--- config.mk ---
export PLATFORM = sky130hd
export DESIGN_NAME = failover_lockdown_controller_core_flat
export DESIGN_NICKNAME = d
export VERILOG_FILES = /design/src/rtl/core/flc_pkg.sv /design/src/rtl/core/flc_ifs.sv /design/src/rtl/core/flc_cfg_regs.sv /design/src/rtl/core/flc_step.sv /design/src/rtl/core/failover_lockdown_controller_core.sv /design/src/flat_wrapper.sv
export SDC_FILE = /design/constraint.sdc
export NUM_CORES = 1
export LEC_CHECK = 0
export ABC_AREA = 1
export BUFFER_PORTS_ARGS = -buffer_cell sky130_fd_sc_hd__buf_2
export CAP_MARGIN = 25
export CORE_UTILIZATION = 45
export DETAILED_ROUTE_END_ITERATION = 8
export GPL_TIMING_DRIVEN = 0
export PLACE_DENSITY = 0.66
export SLEW_MARGIN = 10
export SYNTH_ARGS = -nofsm -noshare
export SYNTH_HDL_FRONTEND = slang
export SYNTH_SLANG_ARGS = --single-unit
--- constraint.sdc ---
create_clock -name clk -period 2.4 [get_ports clk]
set_input_delay 0.48 -clock clk [delete_from_list [all_inputs] [get_ports clk]]
set_output_delay 0.48 -clock clk [all_outputs]
set_load 0.02 [all_outputs]
--- src/rtl/core/flc_pkg.sv ---
// shared types and codes for the failover lockdown controller
package flc_pkg;

  localparam int REQ_W    = 2;
  localparam int MODE_W   = 3;
  localparam int LS_W     = 3;
  localparam int THRESH_W = 8;
  localparam int CNT_OUT_W = 8;
  localparam int CFG_IDX_W = 2;
  localparam int CFG_DATA_W = 8;

  localparam logic [REQ_W-1:0] REQ_REPORT = 2'd0;
  localparam logic [REQ_W-1:0] REQ_ARM    = 2'd1;
  localparam logic [REQ_W-1:0] REQ_DISARM = 2'd2;

  localparam logic [MODE_W-1:0] MODE_OFF    = 3'd0;
  localparam logic [MODE_W-1:0] MODE_CLOSED = 3'd1;
  localparam logic [MODE_W-1:0] MODE_BACKUP = 3'd2;
  localparam logic [MODE_W-1:0] MODE_LEAKY  = 3'd3;

  localparam logic [LS_W-1:0] LS_INACTIVE = 3'd0;
  localparam logic [LS_W-1:0] LS_HEALTHY  = 3'd1;
  localparam logic [LS_W-1:0] LS_TRIPPED  = 3'd2;
  localparam logic [LS_W-1:0] LS_FAILOVER = 3'd3;
  localparam logic [LS_W-1:0] LS_OPEN     = 3'd4;

  localparam logic [CFG_IDX_W-1:0] CFG_MODE     = 2'd0;
  localparam logic [CFG_IDX_W-1:0] CFG_BUV      = 2'd1;
  localparam logic [CFG_IDX_W-1:0] CFG_FAIL_THR = 2'd2;
  localparam logic [CFG_IDX_W-1:0] CFG_SUCC_THR = 2'd3;

  typedef struct packed {
    logic [MODE_W-1:0]   mode;
    logic                start_blocked;
    logic [THRESH_W-1:0] trip_limit;
    logic [THRESH_W-1:0] restore_limit;
  } cfg_t;

  typedef struct packed {
    logic [REQ_W-1:0] req_type;
    logic             healthy;
    logic             engage_ok;
  } req_t;

  typedef struct packed {
    logic [LS_W-1:0]      lock_state;
    logic                 block_enable;
    logic                 state_changed;
    logic                 status;
    logic [CNT_OUT_W-1:0] fail_count;
    logic [CNT_OUT_W-1:0] success_count;
  } rsp_t;

endpackage

--- src/rtl/core/flc_ifs.sv ---
// valid/ready channel interfaces for request and result words
interface flc_req_if;
  logic                      valid;
  logic                      ready;
  logic [flc_pkg::REQ_W-1:0] req_type;
  logic                      healthy;
  logic                      engage_ok;

  modport source (output valid, output req_type, output healthy, output engage_ok,
                  input ready);
  modport sink   (input valid, input req_type, input healthy, input engage_ok,
                  output ready);
endinterface

interface flc_rsp_if;
  logic                          valid;
  logic                          ready;
  logic [flc_pkg::LS_W-1:0]      lock_state;
  logic                          block_enable;
  logic                          state_changed;
  logic                          status;
  logic [flc_pkg::CNT_OUT_W-1:0] fail_count;
  logic [flc_pkg::CNT_OUT_W-1:0] success_count;

  modport source (output valid, output lock_state, output block_enable,
                  output state_changed, output status, output fail_count,
                  output success_count, input ready);
  modport sink   (input valid, input lock_state, input block_enable,
                  input state_changed, input status, input fail_count,
                  input success_count, output ready);
endinterface

--- src/rtl/core/flc_cfg_regs.sv ---
// configuration register file
module flc_cfg_regs (
  input  logic                             clk,
  input  logic                             rst,
  input  logic                             cfg_we,
  input  logic [flc_pkg::CFG_IDX_W-1:0]    cfg_index,
  input  logic [flc_pkg::CFG_DATA_W-1:0]   cfg_wdata,
  output flc_pkg::cfg_t                    cfg
);
  import flc_pkg::*;

  always_ff @(posedge clk) begin
    if (rst) begin
      cfg.mode          <= MODE_CLOSED;
      cfg.start_blocked <= 1'b1;
      cfg.trip_limit    <= 8'd2;
      cfg.restore_limit <= 8'd2;
    end else if (cfg_we) begin
      unique case (cfg_index)
        CFG_MODE:     cfg.mode          <= cfg_wdata[MODE_W-1:0];
        CFG_BUV:      cfg.start_blocked <= cfg_wdata[0];
        CFG_FAIL_THR: cfg.trip_limit    <= cfg_wdata[THRESH_W-1:0];
        CFG_SUCC_THR: cfg.restore_limit <= cfg_wdata[THRESH_W-1:0];
        default: ;
      endcase
    end
  end

endmodule

--- src/rtl/core/flc_step.sv ---
// lock state, engage flag and run counters with their one-word update
module flc_step #(
  parameter int COUNT_BITS = 8
) (
  input  logic          clk,
  input  logic          rst,
  input  flc_pkg::cfg_t cfg,
  input  logic          commit,
  input  flc_pkg::req_t item,
  output flc_pkg::rsp_t result
);
  import flc_pkg::*;

  localparam int CMP_W = (COUNT_BITS > THRESH_W) ? COUNT_BITS : THRESH_W;

  logic                  armed;
  logic                  engaged;
  logic [LS_W-1:0]       lock_status;
  logic [COUNT_BITS-1:0] fail_run;
  logic [COUNT_BITS-1:0] success_run;

  logic                  armed_next;
  logic                  engaged_next;
  logic [LS_W-1:0]       lock_status_next;
  logic [COUNT_BITS-1:0] fail_run_next;
  logic [COUNT_BITS-1:0] success_run_next;

  logic [MODE_W-1:0]     eff_mode;
  logic                  blocking;
  logic                  err;
  logic                  changed;
  logic [COUNT_BITS-1:0] fail_inc;
  logic [COUNT_BITS-1:0] succ_inc;
  logic [CMP_W-1:0]      fail_ext;
  logic [CMP_W-1:0]      succ_ext;

  assign eff_mode = (cfg.mode > MODE_LEAKY) ? MODE_CLOSED : cfg.mode;
  assign blocking = (eff_mode == MODE_CLOSED) || (eff_mode == MODE_BACKUP);
  assign fail_inc = (&fail_run) ? fail_run : fail_run + 1'b1;
  assign succ_inc = (&success_run) ? success_run : success_run + 1'b1;

  always_comb begin
    armed_next       = armed;
    engaged_next     = engaged;
    lock_status_next = lock_status;
    fail_run_next    = fail_run;
    success_run_next = success_run;
    err              = 1'b0;
    changed          = 1'b0;
    case (item.req_type)
      REQ_ARM: begin
        armed_next       = 1'b1;
        fail_run_next    = '0;
        success_run_next = '0;
        if (eff_mode == MODE_OFF) begin
          engaged_next     = 1'b0;
          lock_status_next = LS_INACTIVE;
        end else if (blocking) begin
          if (engaged || item.engage_ok) begin
            engaged_next     = 1'b1;
            lock_status_next = cfg.start_blocked ? LS_TRIPPED : LS_HEALTHY;
          end else begin
            err              = 1'b1;
            lock_status_next = LS_OPEN;
          end
        end else begin
          engaged_next     = 1'b0;
          lock_status_next = LS_HEALTHY;
        end
      end
      REQ_DISARM: begin
        armed_next       = 1'b0;
        engaged_next     = 1'b0;
        lock_status_next = LS_INACTIVE;
      end
      REQ_REPORT: begin
        if (armed && (eff_mode != MODE_OFF)) begin
          if (item.healthy) begin
            success_run_next = succ_inc;
            fail_run_next    = '0;
          end else begin
            fail_run_next    = fail_inc;
            success_run_next = '0;
          end
          if (item.healthy && (lock_status != LS_HEALTHY) &&
              (CMP_W'(succ_inc) >= CMP_W'(cfg.restore_limit))) begin
            if (eff_mode == MODE_LEAKY) engaged_next = 1'b0;
            lock_status_next = LS_HEALTHY;
          end else if (!item.healthy && (lock_status == LS_HEALTHY) &&
                       (CMP_W'(fail_inc) >= CMP_W'(cfg.trip_limit))) begin
            if (blocking) begin
              if (engaged || item.engage_ok) begin
                engaged_next     = 1'b1;
                lock_status_next = (eff_mode == MODE_CLOSED) ? LS_TRIPPED : LS_FAILOVER;
              end else begin
                err              = 1'b1;
                lock_status_next = LS_OPEN;
              end
            end else begin
              engaged_next     = 1'b0;
              lock_status_next = LS_OPEN;
            end
          end
          changed = (lock_status_next != lock_status);
        end
      end
      default: ;
    endcase
  end

  // counts shown saturated at the output width
  assign fail_ext = CMP_W'(fail_run_next);
  assign succ_ext = CMP_W'(success_run_next);

  always_comb begin
    result.lock_state    = lock_status_next;
    result.block_enable  = engaged_next;
    result.state_changed = changed;
    result.status        = err;
    result.fail_count    = (fail_ext > CMP_W'({CNT_OUT_W{1'b1}})) ?
                           {CNT_OUT_W{1'b1}} : fail_ext[CNT_OUT_W-1:0];
    result.success_count = (succ_ext > CMP_W'({CNT_OUT_W{1'b1}})) ?
                           {CNT_OUT_W{1'b1}} : succ_ext[CNT_OUT_W-1:0];
  end

  always_ff @(posedge clk) begin
    if (rst) begin
      armed       <= 1'b0;
      engaged     <= 1'b0;
      lock_status <= LS_INACTIVE;
      fail_run    <= '0;
      success_run <= '0;
    end else if (commit) begin
      armed       <= armed_next;
      engaged     <= engaged_next;
      lock_status <= lock_status_next;
      fail_run    <= fail_run_next;
      success_run <= success_run_next;
    end
  end

  a_engaged_needs_armed: assert property (@(posedge clk) disable iff (rst)
    engaged |-> armed)
    else $error("block engaged while disarmed");

  a_disarmed_inactive: assert property (@(posedge clk) disable iff (rst)
    !armed |-> (lock_status == LS_INACTIVE))
    else $error("lock state active while disarmed");

  a_open_not_engaged: assert property (@(posedge clk) disable iff (rst)
    (lock_status == LS_OPEN) |-> !engaged)
    else $error("failed open with block engaged");

  a_blocking_engaged: assert property (@(posedge clk) disable iff (rst)
    ((lock_status == LS_TRIPPED) || (lock_status == LS_FAILOVER)) |-> engaged)
    else $error("blocking state without engaged block");

  a_err_goes_open: assert property (@(posedge clk) disable iff (rst)
    (commit && err) |=> ((lock_status == LS_OPEN) && !engaged))
    else $error("failed engage did not fail open");

endmodule

--- src/rtl/core/failover_lockdown_controller_core.sv ---
// top level of the failover lockdown controller
// Takes one request word per clock cycle while results are taken, and returns
// exactly one result word for each: the word is captured in an input register,
// the state update (armed, engaged, lock state, run counters) is done in one
// short combinational step, and the result lands in an output register when the
// update commits. While a result is stalled the update waits, one more request
// can still be held in the input register, and after that the request side
// stalls until the result is taken. Configuration is written through cfg_we,
// cfg_index and cfg_wdata; the user must write it only while no request is in
// flight, as the block does not enforce this. Counters are COUNT_BITS wide and
// saturate, and are reported clipped to 8 bits.
module failover_lockdown_controller_core #(
  parameter int COUNT_BITS = 8
) (
  input  logic                           clk,
  input  logic                           rst,
  input  logic                           cfg_we,
  input  logic [flc_pkg::CFG_IDX_W-1:0]  cfg_index,
  input  logic [flc_pkg::CFG_DATA_W-1:0] cfg_wdata,
  flc_req_if.sink                        req,
  flc_rsp_if.source                      rsp
);
  import flc_pkg::*;

  cfg_t cfg;
  req_t in_word;
  rsp_t step_result;
  rsp_t out_word;
  logic in_valid;
  logic out_valid;
  logic commit;

  assign commit    = in_valid && (!out_valid || rsp.ready);
  assign req.ready = !in_valid || commit;

  flc_cfg_regs u_cfg (
    .clk       (clk),
    .rst       (rst),
    .cfg_we    (cfg_we),
    .cfg_index (cfg_index),
    .cfg_wdata (cfg_wdata),
    .cfg       (cfg)
  );

  flc_step #(
    .COUNT_BITS (COUNT_BITS)
  ) u_step (
    .clk    (clk),
    .rst    (rst),
    .cfg    (cfg),
    .commit (commit),
    .item   (in_word),
    .result (step_result)
  );

  always_ff @(posedge clk) begin
    if (rst) begin
      in_valid <= 1'b0;
    end else if (req.ready) begin
      in_valid <= req.valid;
    end
  end

  always_ff @(posedge clk) begin
    if (req.valid && req.ready) begin
      in_word.req_type  <= req.req_type;
      in_word.healthy   <= req.healthy;
      in_word.engage_ok <= req.engage_ok;
    end
  end

  always_ff @(posedge clk) begin
    if (rst) begin
      out_valid <= 1'b0;
    end else if (commit) begin
      out_valid <= 1'b1;
    end else if (rsp.ready) begin
      out_valid <= 1'b0;
    end
  end

  always_ff @(posedge clk) begin
    if (commit) begin
      out_word <= step_result;
    end
  end

  assign rsp.valid         = out_valid;
  assign rsp.lock_state    = out_word.lock_state;
  assign rsp.block_enable  = out_word.block_enable;
  assign rsp.state_changed = out_word.state_changed;
  assign rsp.status        = out_word.status;
  assign rsp.fail_count    = out_word.fail_count;
  assign rsp.success_count = out_word.success_count;

  a_no_overwrite: assert property (@(posedge clk) disable iff (rst)
    (out_valid && !rsp.ready) |=> (out_valid && $stable(out_word)))
    else $error("pending result overwritten");

  a_commit_needs_word: assert property (@(posedge clk) disable iff (rst)
    commit |-> in_valid)
    else $error("update without a captured word");

  a_change_only_on_report: assert property (@(posedge clk) disable iff (rst)
    (commit && (in_word.req_type != REQ_REPORT)) |=> !out_word.state_changed)
    else $error("state change flagged for a non-report word");

endmodule

--- src/flat_wrapper.sv ---
// flat-port wrapper written by rule: the top's interface ports become plain ports
module failover_lockdown_controller_core_flat import flc_pkg::*;
#(
  parameter int COUNT_BITS = 8
)
  (clk, rst, cfg_we, cfg_index, cfg_wdata, req_valid, req_req_type, req_healthy, req_engage_ok, req_ready, rsp_valid, rsp_lock_state, rsp_block_enable, rsp_state_changed, rsp_status, rsp_fail_count, rsp_success_count, rsp_ready);
  flc_req_if req_i ();
  flc_rsp_if rsp_i ();
  input  logic clk;
  input  logic rst;
  input  logic cfg_we;
  input  logic [flc_pkg::CFG_IDX_W-1:0] cfg_index;
  input  logic [flc_pkg::CFG_DATA_W-1:0] cfg_wdata;
  input wire logic [$bits(req_i.valid)-1:0] req_valid;
  input wire logic [$bits(req_i.req_type)-1:0] req_req_type;
  input wire logic [$bits(req_i.healthy)-1:0] req_healthy;
  input wire logic [$bits(req_i.engage_ok)-1:0] req_engage_ok;
  output wire logic [$bits(req_i.ready)-1:0] req_ready;
  output wire logic [$bits(rsp_i.valid)-1:0] rsp_valid;
  output wire logic [$bits(rsp_i.lock_state)-1:0] rsp_lock_state;
  output wire logic [$bits(rsp_i.block_enable)-1:0] rsp_block_enable;
  output wire logic [$bits(rsp_i.state_changed)-1:0] rsp_state_changed;
  output wire logic [$bits(rsp_i.status)-1:0] rsp_status;
  output wire logic [$bits(rsp_i.fail_count)-1:0] rsp_fail_count;
  output wire logic [$bits(rsp_i.success_count)-1:0] rsp_success_count;
  input wire logic [$bits(rsp_i.ready)-1:0] rsp_ready;
  assign req_i.valid = req_valid;
  assign req_i.req_type = req_req_type;
  assign req_i.healthy = req_healthy;
  assign req_i.engage_ok = req_engage_ok;
  assign req_ready = req_i.ready;
  assign rsp_valid = rsp_i.valid;
  assign rsp_lock_state = rsp_i.lock_state;
  assign rsp_block_enable = rsp_i.block_enable;
  assign rsp_state_changed = rsp_i.state_changed;
  assign rsp_status = rsp_i.status;
  assign rsp_fail_count = rsp_i.fail_count;
  assign rsp_success_count = rsp_i.success_count;
  assign rsp_i.ready = rsp_ready;
  failover_lockdown_controller_core #(.COUNT_BITS(COUNT_BITS)) u_core (.clk(clk), .rst(rst), .cfg_we(cfg_we), .cfg_index(cfg_index), .cfg_wdata(cfg_wdata), .req(req_i), .rsp(rsp_i));
endmodule
==> flow_summary.yaml <==
outcome:
  status: "finished with violations"
  failed_checks: "setup timing"
pwr:
  p_leak_uw: 0.002343
  powerDensity_nw_per_um2: 605.5
  ir_drop_uv: 354.8
  finalPower_uw: 3047
sta:
  period_share_pct: 112.7
  grt_setup_unrepaired: "true"
  fin_hold_ws_ns: 0.3011
  drv_slew: 0
  setup_slack_ns: -0.3045
  fin_crit_ns: 2.704
  fin_skew_ns: 0.01046
  finalSetupViolCount: 10
  worst_slew_pin_slew_ns: 0.7439
  hold_viol: 0
  timing.fmax_ghz: 0.3698
  slew_headroom_pct: 50.41
clock_network:
  h-tree-depth: 3
  cts_hold_buf: 0
  insertion_delay_ns: 0.35
  numCtsBuffers: 9
  cts_tree: "built"
  clock_sinks: 69
  path_clk_slew_ns: 0.07
  cts_root_buffer: "clkbuf_8"
  clk_path_buf_depth: 2
place:
  placed_area_sq_um: 4293
  place_inst: 649
  port_buffers: 41
  gp_congestion: 0.8768
  hpwlAfterDp_microns: 6800
synth:
  synthDistinctLibCells: 37
  syn_area_per_cell_sq_um: 7.739
  syn-cell-area_sq_um: 3892
  yosysWarnings: 0
  ys_seq_area_share_pct: 42.17
  netlist_instances: 503
  syn_nets: 544
  synth_seq_cells: 69
final_layout:
  multiInputGateArea_sq_um: 2182
  diodes: 0
  layout_commonest_cell: "inv_1"
  ff_latch_area_sq_um: 1665
  layout-drive-gt1-share_pct: 30.24
  instances_no_fill: 687
  final_cell_mix: "91 x inv_1, 71 x nand2_1, 58 x a21oi_1"
  final_net_count: 618
  syn_to_final_growth_pct: 29.28
  finalInstanceArea_sq_um: 5032
  fillers: 714
setup_path:
  critPathKind: "flop to flop"
  cp.required_ns: 2.51
  cp-start-kind: "flop"
  crit_fanout: 5
  crit_arrival_ns: 2.82
  end_kind: "flop"
floorplanning:
  die_area_sq_um: 9026
  rows: 33
  die_h_microns: 95.01
  die_w_microns: 95.01
  io_pins: 43
  core_area_sq_um: 8299
  start_util_pct: 46.90
global_routing:
  grt_pass1_vias: 3329
  antenna_found_initial: 0
  grt_pass1_wl_microns: 15690
  grt_overflow: 0
  grt_max_degree: 32
  grtUsageTotal_pct: 23.11
routing:
  finalWirelength_microns: 10140
  wire_per_inst_microns: 14.76
  firstDrtPassIters: 4
  remaining_drc_errors: 0
  vias: 3622
  vias_per_cell: 5.272
  drtIter0Drc: 238
  ant_nets: 0
job:
  max-cap-violations: 0
hold_path:
  worstHoldPathType: "input port to flop"
## area by class of cell
| cell class | instances | share of cell area (%) |
|---|---|---|
| Clock buffer | 14 | 3.854 |
| Timing Repair Buffer | 63 | 7.658 |
| Multi-Input combinational cell | 323 | 43.36 |
| Buffer | 12 | 1.193 |
| Clock inverter | 2 | 0.7459 |
| Inverter | 99 | 7.484 |
| Tap cell | 105 | 2.611 |
| Sequential cell | 69 | 33.09 |
## cells in the mapped netlist, drive strengths merged
cell type | count | area (sq um)
nand4 | 3 | 25.02
edfxtp | 26 | 780.8
a22oi | 4 | 50.05
clkbuf | 8 | 30.03
nor3 | 4 | 20.02
xor2 | 7 | 61.31
a31oi | 1 | 6.260
o32ai | 1 | 16.27
a21oi | 64 | 320.3
o21ai | 63 | 326.6
a21o | 1 | 7.510
inv | 99 | 374.1
ha | 22 | 275.3
nor2 | 29 | 145.1
dfxtp | 43 | 860.8
or2 | 4 | 27.53
nand2 | 92 | 375.4
o21a | 2 | 15.01
o22ai | 3 | 18.77
o211ai | 3 | 22.52
buf | 4 | 28.78
nand3 | 20 | 105.1
## path summary, 6_finish.rpt
path                                           startpoint                        to  slack [ns]  depth (start not counted)
worst max-delay path            u_core.u_step.fail_run[1]  u_core.rsp.lock_state[0]       -0.30                         19
worst min-delay path                        req_engage_ok         u_core.in_word[0]        0.30                          1
worst max register to register  u_core.u_step.fail_run[1]  u_core.rsp.lock_state[0]       -0.30                         19
worst min register to register        u_core.u_cfg.cfg[3]       u_core.u_cfg.cfg[3]        0.47                          2
## power by group
group	total [uW]	internal, uW	leakage (uW)	switching (uW)
registers	1340	1290	0.000610	52.7
clock network	1070	629	0.000114	441
logic	636	233	0.00162	403
total	3050	2150	0.00234	897
## stage by stage
stage | setup TNS, ns | utilization [%] | setup slack, ns
floorplan | -0.02493 | - | -0.01329
global placement | -17.59 | 51.71 | -0.5827
detailed placement | -2.938 | 51.73 | -0.3829
CTS | -1.282 | 57.89 | -0.1957
global route | -3.592 | 60.64 | -0.4427
finish | -2.272 | 60.64 | -0.3045
## per-layer routing
metal  vias to the layer above  share of wire (%)  track usage [%]
li1                       1792                  -                -
met2                       121                 45            35.85
met3                        25                5.4            4.589
met1                      1684                 46            30.61
met5                         -                  0                0
met4                         0                3.2            11.24
## critical path, cell delays in order, from the launching register on
cell and delay, ns:
dfxtp_4 0.38, ha_4 0.16, nand3_4 0.08, nor2_4 0.18, nand4_4 0.19, xor2_2 0.21
ha_1 0.28, nand2_1 0.06, nand3_1 0.10, nand2_1 0.06, nand2_1 0.08, nand2_2 0.06
nand2_4 0.09, nand2_4 0.08, o21ai_2 0.16, nand2_2 0.07, nand2_1 0.06, nand2_1 0.05
nand2_1 0.08, inv_1 0.04
## sequential cells by signal, indices dropped and copies added (netlist names)
| name | cells |
|---|---|
| u_core.in_valid | 1 |
| u_core.u_step.fail_run | 8 |
| u_core.rsp.block_enable | 1 |
| u_core.u_step.engaged | 1 |
| u_core.rsp.lock_state | 3 |
| u_core.rsp.state_changed | 1 |
| u_core.in_word | 4 |
| u_core.rsp.valid | 1 |
| u_core.u_cfg.cfg | 20 |
| u_core.rsp.success_count | 8 |
| u_core.rsp.fail_count | 8 |
| u_core.u_step.armed | 1 |
| u_core.u_step.success_run | 8 |
| u_core.u_step.lock_status | 3 |
| u_core.rsp.status | 1 |
## logic make-up (layout without fill, tap and decap cells)
family	count (synthesis)	in the layout	share of synthesized area, %
simple gates	152	152	17.94
compound gates	142	142	20.12
buf+inv	111	190	11.12
flops	69	69	42.17
fa+ha+maj	22	22	7.072
xor+xnor	7	7	1.575
## what timing repair did
action,CTS,global route
resized for setup,41,41
setup endpoints to repair,10,10
setup buffers,14,8
pin swaps,31,18
cloned,0,0
Power figures use the tool's default switching activity.
